## src/design/foa_rot_pkg.sv

```systemverilog
`timescale 1ns / 1ps

package foa_rot_pkg;

  // Fixed field widths of the request and result channels.
  localparam int SAMPLE_BITS   = 24;
  localparam int COEF_IN_BITS  = 32;
  localparam int IDX_BITS      = 4;
  localparam int NCOEF         = 9;
  localparam int LEN_REG_BITS  = 13;
  localparam int SCALE_BITS    = 25;
  localparam int SCALE_SHIFT   = 24;

  // Configuration port.
  localparam int CFG_INDEX_BITS = 2;
  localparam int CFG_DATA_BITS  = 25;
  localparam logic [CFG_INDEX_BITS-1:0] CFG_CHUNK_LEN  = 2'd0;
  localparam logic [CFG_INDEX_BITS-1:0] CFG_STEP_SCALE = 2'd1;
  localparam logic [LEN_REG_BITS-1:0]   CHUNK_LEN_RST  = 13'd64;
  localparam logic [SCALE_BITS-1:0]     STEP_SCALE_RST = 25'd262144;

  // Request function codes.
  localparam logic FUNC_LOAD   = 1'b0;
  localparam logic FUNC_SAMPLE = 1'b1;

  // Coefficient indexes, row-major.
  localparam logic [IDX_BITS-1:0] IDX_XX   = 4'd0;
  localparam logic [IDX_BITS-1:0] IDX_YY   = 4'd4;
  localparam logic [IDX_BITS-1:0] IDX_ZZ   = 4'd8;
  localparam logic [IDX_BITS-1:0] IDX_LAST = 4'd8;

  // Matrix row and column positions.
  localparam logic [1:0] POS_X    = 2'd0;
  localparam logic [1:0] POS_Y    = 2'd1;
  localparam logic [1:0] POS_Z    = 2'd2;
  localparam logic [1:0] POS_LAST = 2'd2;

  typedef struct packed {
    logic                           func;
    logic [IDX_BITS-1:0]            coef_index;
    logic signed [COEF_IN_BITS-1:0] coef_value;
    logic signed [SAMPLE_BITS-1:0]  w_in;
    logic signed [SAMPLE_BITS-1:0]  x_in;
    logic signed [SAMPLE_BITS-1:0]  y_in;
    logic signed [SAMPLE_BITS-1:0]  z_in;
  } in_req_t;

  typedef struct packed {
    logic signed [SAMPLE_BITS-1:0] w_out;
    logic signed [SAMPLE_BITS-1:0] x_out;
    logic signed [SAMPLE_BITS-1:0] y_out;
    logic signed [SAMPLE_BITS-1:0] z_out;
    logic                          chunk_end;
  } out_req_t;

  // Tag that travels with one coefficient through the pipeline.
  typedef struct packed {
    logic                vld;
    logic [IDX_BITS-1:0] idx;
    logic [1:0]          row;
    logic [1:0]          col;
  } coef_tag_t;

endpackage

```

## src/design/foa_rot_mac.sv

```systemverilog
`timescale 1ns / 1ps

module foa_rot_mac #(
  parameter int COEF_BITS = 32
) (
  input  logic                                         clk,
  input  logic                                         rst_n,
  input  foa_rot_pkg::coef_tag_t                       cur_tag,
  input  logic signed [COEF_BITS-1:0]                  cur_coef,
  input  logic signed [foa_rot_pkg::SAMPLE_BITS-1:0]   x_smp,
  input  logic signed [foa_rot_pkg::SAMPLE_BITS-1:0]   y_smp,
  input  logic signed [foa_rot_pkg::SAMPLE_BITS-1:0]   z_smp,
  output logic signed [foa_rot_pkg::SAMPLE_BITS-1:0]   x_res,
  output logic signed [foa_rot_pkg::SAMPLE_BITS-1:0]   y_res,
  output logic signed [foa_rot_pkg::SAMPLE_BITS-1:0]   z_res,
  output logic                                         done
);

  localparam int SB = foa_rot_pkg::SAMPLE_BITS;
  localparam int MW = COEF_BITS + SB;
  localparam int AW = MW + 2;
  localparam int RW = AW - (COEF_BITS - 2);
  localparam logic signed [SB-1:0] SMP_MAX = {1'b0, {(SB-1){1'b1}}};
  localparam logic signed [SB-1:0] SMP_MIN = {1'b1, {(SB-1){1'b0}}};

  logic signed [SB-1:0]   smp_sel;
  foa_rot_pkg::coef_tag_t m_tag_r;
  logic signed [MW-1:0]   m_prod_r;
  foa_rot_pkg::coef_tag_t a_tag_r;
  logic signed [AW-1:0]   acc_r;
  logic signed [AW-1:0]   acc_nxt;
  logic signed [RW-1:0]   acc_shr;
  logic signed [SB-1:0]   row_sat;
  logic                   done_r;
  logic signed [SB-1:0]   x_res_r;
  logic signed [SB-1:0]   y_res_r;
  logic signed [SB-1:0]   z_res_r;

  // Pick the input channel that matches the coefficient's column.
  always_comb begin
    case (cur_tag.col)
      foa_rot_pkg::POS_X: smp_sel = x_smp;
      foa_rot_pkg::POS_Y: smp_sel = y_smp;
      foa_rot_pkg::POS_Z: smp_sel = z_smp;
      default:            smp_sel = '0;
    endcase
  end

  // Product stage.
  always_ff @(posedge clk) begin
    if (!rst_n) begin
      m_tag_r.vld <= 1'b0;
    end else begin
      m_tag_r <= cur_tag;
    end
    m_prod_r <= cur_coef * smp_sel;
  end

  // Row accumulator, restarted at the first column of each row.
  always_comb begin
    acc_nxt = ((m_tag_r.col == foa_rot_pkg::POS_X) ? AW'(0) : acc_r) + AW'(m_prod_r);
  end

  always_ff @(posedge clk) begin
    if (!rst_n) begin
      a_tag_r.vld <= 1'b0;
    end else begin
      a_tag_r <= m_tag_r;
    end
    if (m_tag_r.vld) begin
      acc_r <= acc_nxt;
    end
  end

  // Scale the row sum back to the sample format and saturate.
  always_comb begin
    acc_shr = acc_r[AW-1:COEF_BITS-2];
    if (acc_shr[RW-1:SB-1] == {(RW-SB+1){acc_shr[RW-1]}}) begin
      row_sat = acc_shr[SB-1:0];
    end else begin
      row_sat = acc_shr[RW-1] ? SMP_MIN : SMP_MAX;
    end
  end

  // Row results; done marks the completion of the last row.
  always_ff @(posedge clk) begin
    if (!rst_n) begin
      done_r <= 1'b0;
    end else begin
      done_r <= a_tag_r.vld && (a_tag_r.col == foa_rot_pkg::POS_LAST) &&
                (a_tag_r.row == foa_rot_pkg::POS_LAST);
    end
    if (a_tag_r.vld && (a_tag_r.col == foa_rot_pkg::POS_LAST)) begin
      case (a_tag_r.row)
        foa_rot_pkg::POS_X: x_res_r <= row_sat;
        foa_rot_pkg::POS_Y: y_res_r <= row_sat;
        foa_rot_pkg::POS_Z: z_res_r <= row_sat;
        default: ;
      endcase
    end
  end

  assign x_res = x_res_r;
  assign y_res = y_res_r;
  assign z_res = z_res_r;
  assign done  = done_r;

endmodule

```

## config.mk

```make
export PLATFORM = sky130hd
export DESIGN_NAME = foa_rot_mac
export DESIGN_NICKNAME = d
export VERILOG_FILES = /design/src/design/foa_rot_pkg.sv /design/src/design/foa_rot_mac.sv
export SDC_FILE = /design/constraint.sdc
export NUM_CORES = 2
export LEC_CHECK = 0
export ABC_CLOCK_PERIOD_IN_PS = 8800
export BUFFER_PORTS_ARGS = -buffer_cell sky130_fd_sc_hd__clkbuf_2
export CELL_PAD_IN_SITES_DETAIL_PLACEMENT = 0
export CELL_PAD_IN_SITES_GLOBAL_PLACEMENT = 1
export CORE_MARGIN = 4
export CORE_UTILIZATION = 35
export CTS_BUF_LIST = sky130_fd_sc_hd__clkbuf_4 sky130_fd_sc_hd__clkbuf_8 sky130_fd_sc_hd__clkbuf_16
export DETAILED_ROUTE_END_ITERATION = 8
export HOLD_SLACK_MARGIN = 0.1
export PLACE_DENSITY = 0.71
export SETUP_SLACK_MARGIN = 0.2
export SKIP_CTS_REPAIR_TIMING = 1
export SLEW_MARGIN = 10
export SYNTH_ARGS = -nofsm -noshare
export SYNTH_HDL_FRONTEND = slang
export SYNTH_SLANG_ARGS = --single-unit
```

## constraint.sdc

```tcl
create_clock -name clk -period 8.8 [get_ports clk]
set_input_delay 0.88 -clock clk [delete_from_list [all_inputs] [get_ports clk]]
set_output_delay 0.88 -clock clk [all_outputs]
set_load 0.01 [all_outputs]
```

==> impl_metrics.toml <==
[setup_path]
r2r_cells = 13
r2r-end = "acc_r[54]"
r2r_slack_ps = 4180
start_kind = "input pin"
cpPeakStageDelay_ps = 600
crit_slowest_cell = "o21ai_2"
worstSetupPathType = "in -> reg"
path_max_fanout = 20
arrival_ps = 8490
rr_startpoint = "m_tag_r[1]"
crit_top_cell = "fa_1"
cp_data_required_time_ps = 9140
critPathCaptureType = "register"

[placement]
preCtsSetupSlack_ps = 52.34
placement.io_buffers = 183
gp_congestion = 0.8444
dp_hpwl_um = 76970

[sta]
worstMarginPinSlew_ps = 933.0
setup_viol = 0
final.setup_skew_ps = 10.06
hold_violations = 0
finalMaxSlewViolations = 0
grt_setup_unrepaired = "false"
timing.final.crit_share = 0.9267
fin_crit_ps = 8155
maxSlewHeadroom = 0.3779
fin_tns_setup_ps = 0
fmax_mhz = 122.6
setup_slack_ps = 645.0

[yosys]
synth_top_area_frac = 0.4300
yosys.cell_types.count = 70
seq_area_frac_synth = 0.1459
netlist_area_um2 = 36500
synth_area_leaders = "fa_1 (43%), edfxtp_1 (11%), inv_1 (8.2%), ha_1 (7.1%), and2_1 (6.5%)"
yosysWarnings = 0
synth-seq-cells = 197
synth.most_common_cell = "inv_1"
syn_area_per_cell_um2 = 9.663
synthArstFlopShare = 0
synthCells = 3777
synth_fp_nets = 4883
synth_top_area_cell = "fa_1"
ys.flop_type = "edfxtp_1"
synth-edff-count = 138
synth_top_cells_by_count = "inv_1 (802), fa_1 (784), nand2_1 (453)"

[global_routing]
grt_pass1_vias = 27151
met3_usage = 0.02077
grt_pass1_wl_um = 147700
grt_max_degree = 60
top_usage_layer = "met2"
antenna_found_initial = 1
use_met2 = 0.2830
track_usage = 0.1696
use_met1 = 0.2410
grt-ovfl-total = 0

[die]
start_util = 0.3526
die_width_um = 330.9
die-area_um2 = 109500
std_cell_rows = 118
core-area_um2 = 103500
fp.dieH_um = 330.9
io_pins = 188

[final_layout]
drive_gt1_frac = 0.09492
antenna_cells = 0
nets = 5012
syn_to_final_growth_pct = 9.952

[clock_tree]
cts.path.max_buffers = 2
clk_latency_ps = 450
numCtsBuffers = 17
cts_tree = "built"
clkTransAtPathRegs_ps = 70
numClockSinks = 197
cts-root-buf = "clkbuf_16"
htree_levels = 4

[drt]
wl_um = 89440
wire_per_inst_um = 16.88
vias = 24989
antenna_left = 0
routed_via_density = 4.716
drc = 0
first_iter_violations = 1205
drtPass1Iterations = 5

[worst_hold_path]
hold_class = "reg -> reg"
min-delay-start = "m_tag_r[3]"
holdPathEnd = "a_tag_r[3]"
hold_depth = 0

[run]
cap_viol_max_count = 0

[outcome]
outcome = "finished, final reports clean"
[per-stage QoR]
stage	instances	utilization	hold WS, ps	cell area [µm²]
after global placement	5267	0.3819	405.3	39520
after CTS	5299	0.3873	424.0	40080
final	5299	0.3877	421.7	40130
after global routing	5299	0.3877	427.4	40130
after floorplan	3777	-	400.3	36500
after detailed placement	5267	0.3819	405.2	39520
[cell families after synthesis]
logic type                 count (synthesis)  share of synthesized area
AOI/OAI and AO/OA                        382                    0.06802
xor gates and xnor gates                 115                    0.02760
adders and majority gates                991                     0.5010
buffers and inverters                    976                     0.1005
DFF                                      197                     0.1459
muxes                                     25                   0.006857
and+or+nand+nor                         1091                     0.1501
[state kept, by name, indices dropped and copies added, names as in the netlist]
signal	flops
acc_r	58
m_prod_r	56
x_res	24
y_res	24
z_res	24
a_tag_r	5
m_tag_r	5
done	1
[worst max-delay path: cells and delay by family]
kind / cells / cell delay [ps]
adders and majority gates: 8 / 3510
AOI/OAI and AO/OA: 8 / 1820
buffers and inverters: 8 / 1090
and+or+nand+nor: 4 / 1020
muxes: 1 / 140
[metal layers]
metal  vias to the layer above  wire (µm)  part of all wire
met5                         -          0                 0
met1                     12719      42630              0.48
met4                         0       1230             0.014
li1                      11679          -                 -
met3                        74       3919             0.044
met2                       517      41660              0.47
[worst max path at each step]
stage          startpoint            to
2_1_floorplan  cur_tag[0]  m_prod_r[53]
5_1_grt        cur_tag[0]  m_prod_r[54]
6_report       cur_tag[0]  m_prod_r[41]
3_3_place_gp   cur_tag[0]  m_prod_r[41]
3_5_place_dp   cur_tag[0]  m_prod_r[41]
4_1_cts        cur_tag[0]  m_prod_r[41]
[placed cells by master (no fill, tap or decap), types with 5 or more instances in the layout]
cell and count:
buf_4 87, edfxtp_1 138, nand2_1 453, nor2b_1 66, nand3_1 24, a21oi_1 106
o31ai_1 5, o21bai_1 19, clkbuf_16 17, or2_2 10, o21ai_0 59, ha_1 207
dfxtp_1 58, o21ai_2 21, a31oi_1 14, o21a_1 14, o211ai_1 6, mux2i_1 25
fa_1 783, nor2_1 80, xnor2_1 84, clkbuf_2 183, nor3_1 16, a211oi_1 11
and2_1 377, inv_1 802, nand2b_1 8, xor2_1 31, a21o_1 76, and3_1 12
buf_12 13, nand4_1 18
[layout make-up]
type,count,area [µm²]
clock inverters,11,92.59
repair buffers,284,1841
inverters,802,3010
fillers,10378,63370
multi-input cells,2604,27660
clock buffers,21,467.9
flip-flops and latches,197,5326
well taps,1380,1727
Power is left out: the tool's default activity adds up to more than one toggle a clock period on the data nets, which glitch-free logic cannot reach.
